**config.mk**
```make
export PLATFORM = sky130hd
export DESIGN_NAME = greedy_lightest_edge_walk_core_flat
export DESIGN_NICKNAME = d
export VERILOG_FILES = /design/src/rtl/glw_pkg.sv /design/src/rtl/glw_if.sv /design/src/rtl/glw_ctrl.sv /design/src/rtl/glw_dp.sv /design/src/rtl/greedy_lightest_edge_walk_core.sv /design/src/flat_wrapper.sv
export VERILOG_INCLUDE_DIRS = /design/src /design/src/rtl
export SDC_FILE = /design/constraint.sdc
export NUM_CORES = 1
export LEC_CHECK = 0
export BUFFER_PORTS_ARGS = -buffer_cell sky130_fd_sc_hd__buf_2
export CAP_MARGIN = 10
export CORE_ASPECT_RATIO = 0.75
export CORE_MARGIN = 1
export CORE_UTILIZATION = 55
export CTS_CLUSTER_SIZE = 30
export DETAILED_ROUTE_END_ITERATION = 10
export MAX_ROUTING_LAYER = met4
export PLACE_DENSITY_LB_ADDON = 0.12
export SYNTH_ARGS = -nofsm -noshare
export SYNTH_HDL_FRONTEND = slang
export SYNTH_SLANG_ARGS = --single-unit
export TNS_END_PERCENT = 5
```
**constraint.sdc**
```tcl
create_clock -name clk -period 3.2 [get_ports clk]
set_input_delay 0.48 -clock clk [delete_from_list [all_inputs] [get_ports clk]]
set_output_delay 0.48 -clock clk [all_outputs]
set_load 0.01 [all_outputs]
```
**src/rtl/greedy_lightest_edge_walk_core_assert.svh**
```systemverilog
// ----------------------------------------------------------------------------
// Assertion macros for the greedy lightest-edge walk core
// Immediate-style concurrent checks that compile away under SYNTHESIS.
// ----------------------------------------------------------------------------
`ifndef GREEDY_LIGHTEST_EDGE_WALK_CORE_ASSERT_SVH
`define GREEDY_LIGHTEST_EDGE_WALK_CORE_ASSERT_SVH

`ifndef SYNTHESIS
// same-cycle implication
`define GLW_ASSERT_IMPL(label, clk, rst_n, ante, cons) \
	label: assert property (@(posedge clk) disable iff (!rst_n) (ante) |-> (cons)) \
		else $error("glw assertion failed");
// next-cycle implication
`define GLW_ASSERT_NEXT(label, clk, rst_n, ante, cons) \
	label: assert property (@(posedge clk) disable iff (!rst_n) (ante) |=> (cons)) \
		else $error("glw assertion failed");
`else
`define GLW_ASSERT_IMPL(label, clk, rst_n, ante, cons)
`define GLW_ASSERT_NEXT(label, clk, rst_n, ante, cons)
`endif

`endif

```
**src/rtl/glw_pkg.sv**
```systemverilog
// ----------------------------------------------------------------------------
// glw_pkg
// Shared widths, codes and controller/datapath interface types.
// ----------------------------------------------------------------------------
package glw_pkg;

	localparam int NODE_BITS      = 3;
	localparam int STEP_BITS      = 8;
	localparam int LIMIT_BITS     = 4;
	localparam int WEIGHT_IN_BITS = 16;
	localparam int OUTCOME_BITS   = 2;

	localparam logic [LIMIT_BITS-1:0] LIMIT_RESET = 4'd7;
	localparam logic [STEP_BITS-1:0]  STEP_MAX    = 8'hFF;

	localparam logic OP_WRITE = 1'b0;
	localparam logic OP_QUERY = 1'b1;

	localparam logic [OUTCOME_BITS-1:0] OUT_WRITE = 2'd0;
	localparam logic [OUTCOME_BITS-1:0] OUT_FOUND = 2'd1;
	localparam logic [OUTCOME_BITS-1:0] OUT_LIMIT = 2'd2;
	localparam logic [OUTCOME_BITS-1:0] OUT_DEAD  = 2'd3;

	typedef struct packed {
		logic                    accept;
		logic                    clear_scan;
		logic                    issue;
		logic                    take_hop;
		logic                    finish;
		logic [OUTCOME_BITS-1:0] code;
		logic                    load_out;
	} glw_cmd_t;

	typedef struct packed {
		logic is_query;
		logic over_limit;
		logic bad_node;
		logic scan_more;
		logic found_edge;
		logic at_dest;
	} glw_stat_t;

endpackage

```
**src/rtl/glw_if.sv**
```systemverilog
// ----------------------------------------------------------------------------
// glw stream interfaces
// Valid/ready channels for request items and result items.
// ----------------------------------------------------------------------------
interface glw_req_if import glw_pkg::*; ();
	logic                      valid;
	logic                      ready;
	logic                      operation;
	logic [NODE_BITS-1:0]      edge_from;
	logic [NODE_BITS-1:0]      edge_to;
	logic [WEIGHT_IN_BITS-1:0] edge_weight;
	logic [NODE_BITS-1:0]      start_node;
	logic [NODE_BITS-1:0]      dest_node;
	logic [STEP_BITS-1:0]      initial_steps;

	modport source (
		output valid, operation, edge_from, edge_to, edge_weight,
		       start_node, dest_node, initial_steps,
		input  ready
	);
	modport sink (
		input  valid, operation, edge_from, edge_to, edge_weight,
		       start_node, dest_node, initial_steps,
		output ready
	);
endinterface

interface glw_rsp_if import glw_pkg::*; ();
	logic                    valid;
	logic                    ready;
	logic [OUTCOME_BITS-1:0] outcome;
	logic [NODE_BITS-1:0]    final_node;
	logic [STEP_BITS-1:0]    hops_taken;

	modport source (
		output valid, outcome, final_node, hops_taken,
		input  ready
	);
	modport sink (
		input  valid, outcome, final_node, hops_taken,
		output ready
	);
endinterface

```
**src/rtl/glw_ctrl.sv**
```systemverilog
// ----------------------------------------------------------------------------
// glw_ctrl
// Walk sequencer: accept, limit check, row scan, hop, result handoff.
// ----------------------------------------------------------------------------
module glw_ctrl import glw_pkg::*; (
	input  logic      clk,
	input  logic      arst_n,
	input  logic      in_valid,
	input  logic      out_ready,
	input  glw_stat_t stat,
	output logic      in_ready,
	output logic      out_valid,
	output glw_cmd_t  cmd
);

	typedef enum logic [2:0] {
		S_IDLE,
		S_CHECK,
		S_SCAN,
		S_EVAL,
		S_RESP
	} state_t;

	state_t state_q, state_d;
	logic   out_valid_q;

	assign in_ready  = (state_q == S_IDLE);
	assign out_valid = out_valid_q;

	always_comb begin
		state_d = state_q;
		cmd     = '0;
		case (state_q)
			S_IDLE: begin
				if (in_valid) begin
					cmd.accept = 1'b1;
					state_d    = stat.is_query ? S_CHECK : S_RESP;
				end
			end
			S_CHECK: begin
				if (stat.over_limit) begin
					cmd.finish = 1'b1;
					cmd.code   = OUT_LIMIT;
					state_d    = S_RESP;
				end else if (stat.bad_node) begin
					cmd.finish = 1'b1;
					cmd.code   = OUT_DEAD;
					state_d    = S_RESP;
				end else begin
					cmd.clear_scan = 1'b1;
					state_d        = S_SCAN;
				end
			end
			S_SCAN: begin
				// last read word is compared during the cycle that leaves SCAN
				if (stat.scan_more) begin
					cmd.issue = 1'b1;
				end else begin
					state_d = S_EVAL;
				end
			end
			S_EVAL: begin
				if (!stat.found_edge) begin
					cmd.finish = 1'b1;
					cmd.code   = OUT_DEAD;
					state_d    = S_RESP;
				end else begin
					cmd.take_hop = 1'b1;
					if (stat.at_dest) begin
						cmd.finish = 1'b1;
						cmd.code   = OUT_FOUND;
						state_d    = S_RESP;
					end else begin
						state_d = S_CHECK;
					end
				end
			end
			S_RESP: begin
				if (!out_valid_q || out_ready) begin
					cmd.load_out = 1'b1;
					state_d      = S_IDLE;
				end
			end
			default: state_d = S_IDLE;
		endcase
	end

	always_ff @(posedge clk or negedge arst_n) begin
		if (!arst_n) begin
			state_q     <= S_IDLE;
			out_valid_q <= 1'b0;
		end else begin
			state_q <= state_d;
			if (cmd.load_out) begin
				out_valid_q <= 1'b1;
			end else if (out_ready) begin
				out_valid_q <= 1'b0;
			end
		end
	end

endmodule

```
**src/rtl/glw_dp.sv**
```systemverilog
// ----------------------------------------------------------------------------
// glw_dp
// Weight memory, row scan compare, walk registers and result register.
// ----------------------------------------------------------------------------
module glw_dp import glw_pkg::*; #(
	parameter int MAX_NODES   = 8,
	parameter int WEIGHT_BITS = 16
) (
	input  logic                      clk,
	input  logic                      arst_n,
	input  glw_cmd_t                  cmd,
	output glw_stat_t                 stat,
	input  logic                      cfg_we,
	input  logic [LIMIT_BITS-1:0]     cfg_wdata,
	input  logic                      operation,
	input  logic [NODE_BITS-1:0]      edge_from,
	input  logic [NODE_BITS-1:0]      edge_to,
	input  logic [WEIGHT_IN_BITS-1:0] edge_weight,
	input  logic [NODE_BITS-1:0]      start_node,
	input  logic [NODE_BITS-1:0]      dest_node,
	input  logic [STEP_BITS-1:0]      initial_steps,
	output logic [OUTCOME_BITS-1:0]   outcome,
	output logic [NODE_BITS-1:0]      final_node,
	output logic [STEP_BITS-1:0]      hops_taken
);

	// node ids are 3 bits wide, so rows and columns past 7 never hold an edge
	localparam int NODES  = (MAX_NODES < (1 << NODE_BITS)) ? MAX_NODES : (1 << NODE_BITS);
	localparam int NODE_W = $clog2(NODES);
	localparam int DEPTH  = NODES * NODES;
	localparam int ADDR_W = $clog2(DEPTH);

	localparam logic [LIMIT_BITS-1:0] NODES_L = LIMIT_BITS'(NODES);

	logic [WEIGHT_BITS-1:0]  mem_q [DEPTH];
	logic [DEPTH-1:0]        vld_q;

	logic [LIMIT_BITS-1:0]   limit_q;
	logic [NODE_BITS-1:0]    cur_q;
	logic [NODE_BITS-1:0]    dest_q;
	logic [STEP_BITS-1:0]    step_q;
	logic [STEP_BITS-1:0]    hops_q;
	logic [OUTCOME_BITS-1:0] res_q;
	logic [LIMIT_BITS-1:0]   col_q;
	logic                    best_v_q;
	logic [WEIGHT_BITS-1:0]  best_w_q;
	logic [NODE_W-1:0]       best_col_q;

	logic                    rd_act_s1;
	logic                    rd_vld_s1;
	logic [WEIGHT_BITS-1:0]  rd_w_s1;
	logic [NODE_W-1:0]       rd_col_s1;

	logic [OUTCOME_BITS-1:0] outcome_q;
	logic [NODE_BITS-1:0]    final_q;
	logic [STEP_BITS-1:0]    hops_out_q;

	logic                    wr_en;
	logic [ADDR_W-1:0]       waddr;
	logic [ADDR_W-1:0]       raddr;
	logic [LIMIT_BITS-1:0]   cols;
	logic [WEIGHT_BITS-1:0]  rd_weight;
	logic                    better;

	assign wr_en = cmd.accept && (operation == OP_WRITE)
	             && ({1'b0, edge_from} < NODES_L) && ({1'b0, edge_to} < NODES_L);
	assign waddr = ADDR_W'(int'(edge_from[NODE_W-1:0]) * NODES + int'(edge_to[NODE_W-1:0]));
	assign raddr = ADDR_W'(int'(cur_q[NODE_W-1:0]) * NODES + int'(col_q[NODE_W-1:0]));
	assign cols  = (limit_q < NODES_L) ? limit_q : NODES_L;

	// a never-written entry reads as no edge
	assign rd_weight = rd_vld_s1 ? rd_w_s1 : '0;
	assign better    = rd_act_s1 && (rd_weight != '0)
	                 && (NODE_BITS'(rd_col_s1) != cur_q)
	                 && (!best_v_q || (rd_weight < best_w_q));

	assign stat.is_query   = (operation == OP_QUERY);
	assign stat.over_limit = (step_q > STEP_BITS'(limit_q));
	assign stat.bad_node   = ({1'b0, cur_q} >= NODES_L);
	assign stat.scan_more  = (col_q < cols);
	assign stat.found_edge = best_v_q;
	assign stat.at_dest    = (NODE_BITS'(best_col_q) == dest_q);

	assign outcome    = outcome_q;
	assign final_node = final_q;
	assign hops_taken = hops_out_q;

	always_ff @(posedge clk) begin
		if (wr_en) begin
			mem_q[waddr] <= WEIGHT_BITS'(edge_weight);
		end
		if (cmd.issue) begin
			rd_w_s1   <= mem_q[raddr];
			rd_col_s1 <= col_q[NODE_W-1:0];
		end
	end

	always_ff @(posedge clk or negedge arst_n) begin
		if (!arst_n) begin
			vld_q     <= '0;
			limit_q   <= LIMIT_RESET;
			col_q     <= '0;
			best_v_q  <= 1'b0;
			rd_act_s1 <= 1'b0;
			rd_vld_s1 <= 1'b0;
		end else begin
			if (wr_en) begin
				vld_q[waddr] <= 1'b1;
			end
			if (cfg_we) begin
				limit_q <= cfg_wdata;
			end
			rd_act_s1 <= cmd.issue;
			if (cmd.issue) begin
				rd_vld_s1 <= vld_q[raddr];
				col_q     <= col_q + LIMIT_BITS'(1);
			end
			if (cmd.clear_scan) begin
				col_q    <= '0;
				best_v_q <= 1'b0;
			end else if (better) begin
				best_v_q <= 1'b1;
			end
		end
	end

	always_ff @(posedge clk) begin
		if (better) begin
			best_w_q   <= rd_weight;
			best_col_q <= rd_col_s1;
		end
		if (cmd.accept) begin
			dest_q <= dest_node;
			step_q <= initial_steps;
			hops_q <= '0;
			if (operation == OP_QUERY) begin
				cur_q <= start_node;
			end else begin
				cur_q <= '0;
				res_q <= OUT_WRITE;
			end
		end
		if (cmd.take_hop) begin
			cur_q  <= NODE_BITS'(best_col_q);
			hops_q <= (hops_q == STEP_MAX) ? hops_q : hops_q + STEP_BITS'(1);
			step_q <= (step_q == STEP_MAX) ? step_q : step_q + STEP_BITS'(1);
		end
		if (cmd.finish) begin
			res_q <= cmd.code;
		end
		if (cmd.load_out) begin
			outcome_q  <= res_q;
			final_q    <= cur_q;
			hops_out_q <= hops_q;
		end
	end

endmodule

```
**src/rtl/greedy_lightest_edge_walk_core.sv**
```systemverilog
// ----------------------------------------------------------------------------
// greedy_lightest_edge_walk_core
// Weighted adjacency matrix with a greedy lightest-edge walk query.
// ----------------------------------------------------------------------------
//  channel  dir  handshake        payload
//  req      in   valid/ready      operation, edge_from/to, edge_weight,
//                                 start_node, dest_node, initial_steps
//  rsp      out  valid/ready      outcome, final_node, hops_taken
//  cfg      in   cfg_we           cfg_wdata = node_limit
//
//  Edge write: transfer, RESP state, then the result register. Query: per hop,
//  a CHECK, a row scan of C = min(node_limit, MAX_NODES, 8) columns and EVAL;
//  a step-limit stop ends in CHECK. One matrix word read per cycle during a
//  scan, on the single memory read port.
//  Reset clears per-entry valid bits at once; no clearing pass is needed.
//  One item in flight; a new item is taken while a result waits on rsp.
// ----------------------------------------------------------------------------
`include "greedy_lightest_edge_walk_core_assert.svh"

module greedy_lightest_edge_walk_core import glw_pkg::*; #(
	parameter int MAX_NODES   = 8,
	parameter int WEIGHT_BITS = 16
) (
	input  logic                  clk,
	input  logic                  arst_n,
	input  logic                  cfg_we,
	input  logic [LIMIT_BITS-1:0] cfg_wdata,
	glw_req_if.sink               req,
	glw_rsp_if.source             rsp
);

	glw_cmd_t  cmd;
	glw_stat_t stat;

	glw_ctrl u_ctrl (
		.clk       (clk),
		.arst_n    (arst_n),
		.in_valid  (req.valid),
		.out_ready (rsp.ready),
		.stat      (stat),
		.in_ready  (req.ready),
		.out_valid (rsp.valid),
		.cmd       (cmd)
	);

	glw_dp #(
		.MAX_NODES   (MAX_NODES),
		.WEIGHT_BITS (WEIGHT_BITS)
	) u_dp (
		.clk           (clk),
		.arst_n        (arst_n),
		.cmd           (cmd),
		.stat          (stat),
		.cfg_we        (cfg_we),
		.cfg_wdata     (cfg_wdata),
		.operation     (req.operation),
		.edge_from     (req.edge_from),
		.edge_to       (req.edge_to),
		.edge_weight   (req.edge_weight),
		.start_node    (req.start_node),
		.dest_node     (req.dest_node),
		.initial_steps (req.initial_steps),
		.outcome       (rsp.outcome),
		.final_node    (rsp.final_node),
		.hops_taken    (rsp.hops_taken)
	);

	`GLW_ASSERT_NEXT(a_busy_after_accept, clk, arst_n, req.valid && req.ready, !req.ready)
	`GLW_ASSERT_IMPL(a_write_result_zero, clk, arst_n, rsp.valid && (rsp.outcome == OUT_WRITE), (rsp.final_node == '0) && (rsp.hops_taken == '0))
	`GLW_ASSERT_IMPL(a_found_has_hop, clk, arst_n, rsp.valid && (rsp.outcome == OUT_FOUND), rsp.hops_taken != '0)

endmodule

```
**src/flat_wrapper.sv**
```systemverilog
// flat-port wrapper written by rule: the top's interface ports become plain ports
module greedy_lightest_edge_walk_core_flat import glw_pkg::*;
#(
	parameter int MAX_NODES   = 8,
	parameter int WEIGHT_BITS = 16
)
  (clk, arst_n, cfg_we, cfg_wdata, req_valid, req_operation, req_edge_from, req_edge_to, req_edge_weight, req_start_node, req_dest_node, req_initial_steps, req_ready, rsp_valid, rsp_outcome, rsp_final_node, rsp_hops_taken, rsp_ready);
  glw_req_if req_i ();
  glw_rsp_if rsp_i ();
  input  logic clk;
  input  logic arst_n;
  input  logic cfg_we;
  input  logic [LIMIT_BITS-1:0] cfg_wdata;
  input wire logic [$bits(req_i.valid)-1:0] req_valid;
  input wire logic [$bits(req_i.operation)-1:0] req_operation;
  input wire logic [$bits(req_i.edge_from)-1:0] req_edge_from;
  input wire logic [$bits(req_i.edge_to)-1:0] req_edge_to;
  input wire logic [$bits(req_i.edge_weight)-1:0] req_edge_weight;
  input wire logic [$bits(req_i.start_node)-1:0] req_start_node;
  input wire logic [$bits(req_i.dest_node)-1:0] req_dest_node;
  input wire logic [$bits(req_i.initial_steps)-1:0] req_initial_steps;
  output wire logic [$bits(req_i.ready)-1:0] req_ready;
  output wire logic [$bits(rsp_i.valid)-1:0] rsp_valid;
  output wire logic [$bits(rsp_i.outcome)-1:0] rsp_outcome;
  output wire logic [$bits(rsp_i.final_node)-1:0] rsp_final_node;
  output wire logic [$bits(rsp_i.hops_taken)-1:0] rsp_hops_taken;
  input wire logic [$bits(rsp_i.ready)-1:0] rsp_ready;
  assign req_i.valid = req_valid;
  assign req_i.operation = req_operation;
  assign req_i.edge_from = req_edge_from;
  assign req_i.edge_to = req_edge_to;
  assign req_i.edge_weight = req_edge_weight;
  assign req_i.start_node = req_start_node;
  assign req_i.dest_node = req_dest_node;
  assign req_i.initial_steps = req_initial_steps;
  assign req_ready = req_i.ready;
  assign rsp_valid = rsp_i.valid;
  assign rsp_outcome = rsp_i.outcome;
  assign rsp_final_node = rsp_i.final_node;
  assign rsp_hops_taken = rsp_i.hops_taken;
  assign rsp_i.ready = rsp_ready;
  greedy_lightest_edge_walk_core #(.MAX_NODES(MAX_NODES), .WEIGHT_BITS(WEIGHT_BITS)) u_core (.clk(clk), .arst_n(arst_n), .cfg_we(cfg_we), .cfg_wdata(cfg_wdata), .req(req_i), .rsp(rsp_i));
endmodule
```
-- Word-level counts from Yosys, hierarchy flattened
Memory sizes are Yosys's and may differ from the RTL's. A register that Yosys moved wholly into a read port is not among the register bits.
Index checks and enable logic that the tools add are counted.
- output and inout port bits: 15
- input port bits: 46
- flip-flop bits (word level): 138
- logic and storage cells: 116
- memory bits (writable): 1024
- memories: 1
- equal/unequal tests: 14
- mux-type cells: 48
- bitwise gates (word level): 2
- reductions and logical operators: 20
- add/sub/neg operators: 5
- magnitude comparators: 7
- memory list (memory ; words ; width ; rd ports ; clocked after memory_dff ; wr ports ; line ; source):
    u_core.u_dp.mem_q ; 64 ; 16 ; 1 ; 1 ; 1 ; glw_dp.sv:35 ; logic [WEIGHT_BITS-1:0] mem_q [DEPTH];
- operator list (kind ; count):
    $or A64 B64 Y64 ; 1
    $mux W8 ; 6
    $mux W3 ; 13
    $mux W1 ; 18
    $add A8 B1 Y8 const B ; 2
    $eq A8 B8 Y1 const B ; 2
    $lt A16 B16 Y1 ; 1
    $mux W16 ; 1
    $reduce_bool A16 Y1 ; 1
    $pmux W3 S5 ; 1
    $lt A6 B7 Y1 const B ; 2
    $add A6 B3 Y6 ; 2
    $mux W4 ; 3
    $ne A2 B2 Y1 const B ; 5
    $reduce_bool A2 Y1 ; 5
    $gt A8 B4 Y1 ; 1
    $bmux W1 S6 ; 1
    $demux W1 S6 ; 1
    $eq A3 B2 Y1 const B ; 2
    $ge A6 B1 Y1 const B ; 1
    $mux W2 ; 3
    $pmux W3 S2 ; 1
    $reduce_and A2 Y1 ; 3
    $logic_and A1 B1 Y1 ; 5
    other kinds (13) ; 15

-- Longest topological paths before layout
- word-level depth: 7
- depth in mapped cells: 11
- depth with buffers taken out: 9

-- By module
Synthesis repeated with hierarchy kept, for this count alone.
- cells, all modules: 2076
- area, all modules: 45807.7 µm²
- modules (own cells, without submodules) (module ; cells an instance ; seq. area each (µm²) ; times used ; area each (µm²)):
    glw_dp ; 2043 ; 34882.2 ; 1 ; 45532.4
    glw_ctrl ; 33 ; 100.1 ; 1 ; 275.3

-- Worst setup path before layout
OpenSTA, ideal clock, no wires.
- path kind: flip-flop to flip-flop
- from: reg u_core.u_ctrl.state_q[1]
- to: mem u_core.u_dp.mem_q[55][0], enable pin
- data required time: 2.811 ns
- clock period less this slack: 2.668 ns
- data arrival time: 2.278 ns
- library setup time: 0.389 ns
- stages on the path, launching flop included: 7
- path buffers: 1
- path slack: 0.532 ns
- cell sequence: dfrtp_1 > clkbuf_1 > nor3_1 > nand3_1 > nor2_1 > nand3_1 > nor2_1
- cells in the longest elaborated chain, start to end: 5
- RTL lines (what ; line ; source):
    start, declared ; glw_ctrl.sv:24 ; state_t state_q, state_d;
    start signal, assigned ; glw_ctrl.sv:93 ; state_q <= state_d;
    $logic_not A3 Y1 ; -- ;
    net req_ready ; flat_wrapper.sv:22 ; output wire logic [$bits(req_i.ready)-1:0] req_ready;
    $mux W1 ; glw_ctrl.sv:33 ; case (state_q)
    $logic_and A1 B1 Y1 ; glw_dp.sv:65 ; assign wr_en = cmd.accept && (operation == OP_WRITE)
    $mux W1 ; glw_dp.sv:89 ; if (wr_en) begin
    $mux W1 (implied by the code) ; glw_dp.sv:90 ; mem_q[waddr] <= WEIGHT_BITS'(edge_weight);
    end, declared ; glw_dp.sv:35 ;
The timed path passes the listed nets, and every way through them passes these cells.

-- Final worst setup path
- from: reg u_core.u_dp.col_q[0]
- to: reg u_core.u_dp.rd_w_s1[7] (read register of u_core.u_dp.mem_q), data pin
- cells in the longest elaborated chain, start to end: 3
- elaborated cells between the ends (all ways): 4
- those cells by class: add/sub: 1; order compare: 1; mux: 2
- RTL lines (what ; line ; source):
    start, declared ; glw_dp.sv:44 ; logic [LIMIT_BITS-1:0] col_q;
    start signal, assigned ; glw_dp.sv:116 ; col_q <= col_q + LIMIT_BITS'(1);
    $lt A4 B4 Y1 ; glw_dp.sv:80 ; assign stat.scan_more = (col_q < cols);
    $mux W1 ; glw_ctrl.sv:56 ; if (stat.scan_more) begin
    $mux W1 ; glw_ctrl.sv:33 ;
    end, declared ; glw_dp.sv:51 ; logic [WEIGHT_BITS-1:0] rd_w_s1;
Several ways; a longest one is shown, not always the timed one.
A chain may end at the register's enable or synchronous reset.

==> impl_metrics.tcl <==
set metrics [dict create \
    outcome "finished, final reports clean" \
    grt_pass1_vias 22477 \
    rsz0062_at_grt "no" \
    fin_area_um2 52790 \
    swShare_pct 24.65 \
    syn_inst 2152 \
    irDropWorstVdd_v 0.0004940 \
    htreeDepth 3 \
    io_pins 61 \
    cts_sinks 1178 \
    synth_seq_cells 1178 \
    cp-start-kind "register" \
    drc 0 \
    die_y_um 252.7 \
    drive_gt1_share_pct 33.21 \
    synth_edf_count 1099 \
    clkPwrFrac_pct 35.6 \
    syn-cell-area_um2 46100 \
    post_dp_cell_area_um2 49020 \
    p_int_mw 28.02 \
    root_buffer "clkbuf_16" \
    tightest_slew_ps 1058 \
    post-route-min-period_ps 3070 \
    drtAntennaViolNets 0 \
    drt_iter0_drc 2887 \
    synth_ff_type "edfxtp_1" \
    dp_hpwl_mm 69.03 \
    cts_tree "built" \
    post-cts-setup-buffer-count 0 \
    final_cells 3615 \
    finalSetupViolCount 0 \
    viasPerCell 6.292 \
    leakagePower_nw 17.32 \
    finalMaxSlewViolations 0 \
    start_util_pct 55.85 \
    wire_per_inst_um 30.98 \
    p_switching_mw 9.164 \
    syn_avg_cell_area_um2 21.42 \
    final_nets 2473 \
    clockBufferDepth 3 \
    setup.worst_path.start "u_core.u_dp.col_q[0]" \
    endpoint_kind "register" \
    cp_data_required_time_ps 3610 \
    fmax_mhz 325.8 \
    async_flop_share_pct 6.706 \
    slew_headroom_pct 29.45 \
    maxCapViolCount 0 \
    dr.pass1.iters 7 \
    place_congestion 0.8408 \
    clock-skew-final_ps 21.69 \
    hold_path.class "in -> reg" \
    seqPwrFrac_pct 47.3 \
    clock_latency_ps 680 \
    min-delay-start "cfg_wdata[0]" \
    antenna_found_initial 12 \
    io_buffer_count 60 \
    area_growth_pct 14.51 \
    clkSlewWorstSetupHoldPaths_ps 60 \
    hold_violations 0 \
    num_rows 91 \
    core_area_um2 82550 \
    grt_pass1_wl_mm 161.9 \
    yosys_warnings 0 \
    crit_type "reg -> reg" \
    yosysSeqAreaShare_pct 75.88 \
    ys_types 57 \
    powerDensity_nw_per_um2 704.3 \
    pre_cts_ws_ps -90.79 \
    grt_usage_pct 28.12 \
    dieArea_um2 84990 \
    reg2reg_from "u_core.u_dp.col_q[0]" \
    min_period_over_period_pct 95.92 \
    dp_cells 3398 \
    vias 22747 \
    setup_ws_ps 130.4 \
    critical_path_peak_fanout 60 \
    combPwrFrac_pct 17.1 \
    grt_max_degree 69 \
    mappedNetlistNets 2223 \
    finalSetupTns_ps 0 \
    die_w_um 336.3 \
    drt-total-wl_mm 112.0 \
    cts-buffers-inserted 110 \
    overflow 0 \
    cp.arrival_ps 3480 \
    fill_cells 5465 \
]
## layout by cell type, fill, tap and decap left out, types with 25 or more instances in the layout
cell and instances:
edfxtp_1 1099, mux4_2 311, buf_4 138, clkbuf_16 113, dfrtp_1 73, nand2_1 71
or2_2 64, buf_2 59, nor2_1 53, mux2i_1 39, nor2_2 35, buf_12 35
nand3_1 29, inv_1 28, clkbuf_1 27, clkinv_2 26, o21ai_0 25, ha_1 25
## area by class of cell
type                            instances  area, um^2  share of cell area, %
Timing Repair Buffer                  240        2112                  4.001
Tap cell                             1116        1396                  2.645
Clock buffer                          154        3122                  5.914
Sequential cell                      1178       34990                  66.29
Multi-Input combinational cell        844       10510                  19.90
Antenna cell                            6       15.01                0.02844
Clock inverter                         49       540.5                  1.024
Inverter                               28       105.1                 0.1991
## sequential cells by signal (all words and copies together) (netlist names), 2 cells and up
name,count
u_core.u_dp.limit_q,4
u_core.u_dp.vld_q,64
u_core.u_dp.mem_q,1024
u_core.u_dp.hops_q,8
u_core.u_ctrl.state_q,3
u_core.u_dp.res_q,2
u_core.u_dp.col_q,4
u_core.u_dp.cur_q,3
u_core.u_dp.hops_taken,8
u_core.u_dp.dest_q,3
u_core.u_dp.rd_col_s1,3
u_core.u_dp.rd_w_s1,16
u_core.u_dp.best_col_q,3
u_core.u_dp.best_w_q,16
u_core.u_dp.final_node,3
u_core.u_dp.outcome,2
u_core.u_dp.step_q,8
## power groups by stage
stage | Clock [mW] | Combinational (mW) | Sequential [mW]
global placement | 0 | 6.35 | 17.9
CTS | 13.4 | 6.42 | 17.6
detailed placement | 0 | 6.39 | 17.9
floorplan | 0 | 4.39 | 17.7
global route | 14.0 | 6.77 | 17.6
finish | 13.3 | 6.36 | 17.6
## cells in the mapped netlist (all sizes together) (7+ instances only)
library cell	n	area share [%]
edfxtp	1099	72
mux4	313	15
nor2	88	0.72
dfrtp	76	4.1
nand2	71	0.58
or2	64	0.87
buf	62	1.0
mux2i	41	0.89
clkbuf	40	0.33
nand3	29	0.31
inv	28	0.23
o21ai	26	0.28
ha	25	0.68
and2	21	0.28
nor2b	20	0.27
a211oi	12	0.20
a21oi	12	0.14
xnor2	11	0.21
a22oi	10	0.16
nand4	9	0.12
nor3	9	0.098
o2111ai	8	0.15
xor2	8	0.15
a21o	7	0.11
## timing repair
item	in CTS	in global routing
hold endpoints to repair	49	0
hold buffers	8	0
setup endpoints to repair	1	2
gates resized for setup	1	2
## cell families (layout without fill, tap and decap cells)
logic type               Yosys count  count (layout)  synth area share [%]
other                              0               6                     0
multiplexers                     360             360                 16.34
AND/OR/NAND/NOR                  339             339                 3.683
AO/OA/AOI/OAI                    101             101                 1.495
buffers and inverters            130             471                 1.558
flip-flops                      1178            1178                 75.88
adder cells (fa/ha/maj)           25              25                0.6785
XOR/XNOR                          19              19                0.3610
## worst paths after layout
kind                                                to  slack, ps  depth (start not counted)
worst max-delay path            u_core.u_dp.rd_w_s1[7]        130                          5
worst min-delay path            u_core.u_dp.limit_q[0]         40                          2
worst max register to register  u_core.u_dp.rd_w_s1[7]        130                          5
worst min register to register  u_core.u_dp.outcome[0]        430                          0
max in group asynchronous        u_core.u_dp.vld_q[25]       2070                          3
min in group asynchronous         u_core.u_dp.vld_q[6]        410                          2
## metal layers
| metal | GRT usage, % | wire [um] | part of all wire (%) |
|---|---|---|---|
| met1 | 43.32 | 48880 | 44 |
| met2 | 39.07 | 49640 | 44 |
| met3 | 6.429 | 11810 | 11 |
| met4 | 5.153 | 1643 | 1.5 |
| met5 | - | 0 | 0 |
## worst max-delay path: stages, from the launching register on
cell     delay [ps]
dfrtp_4         600
buf_12          440
mux4_2          610
mux4_2          590
a22oi_1         410
nand2_1          80
## per-stage QoR
step | hold WS (ps) | total power [mW] | util, %
6_report | 44.92 | 37.18 | 63.95
3_5_place_dp | 414.7 | 24.27 | 59.38
2_1_floorplan | 184.4 | 22.13 | -
5_1_grt | 23.13 | 38.37 | 63.95
4_1_cts | 2.108 | 37.41 | 63.92
3_3_place_gp | 413.1 | 24.21 | 59.38
Power figures use the tool's default switching activity.
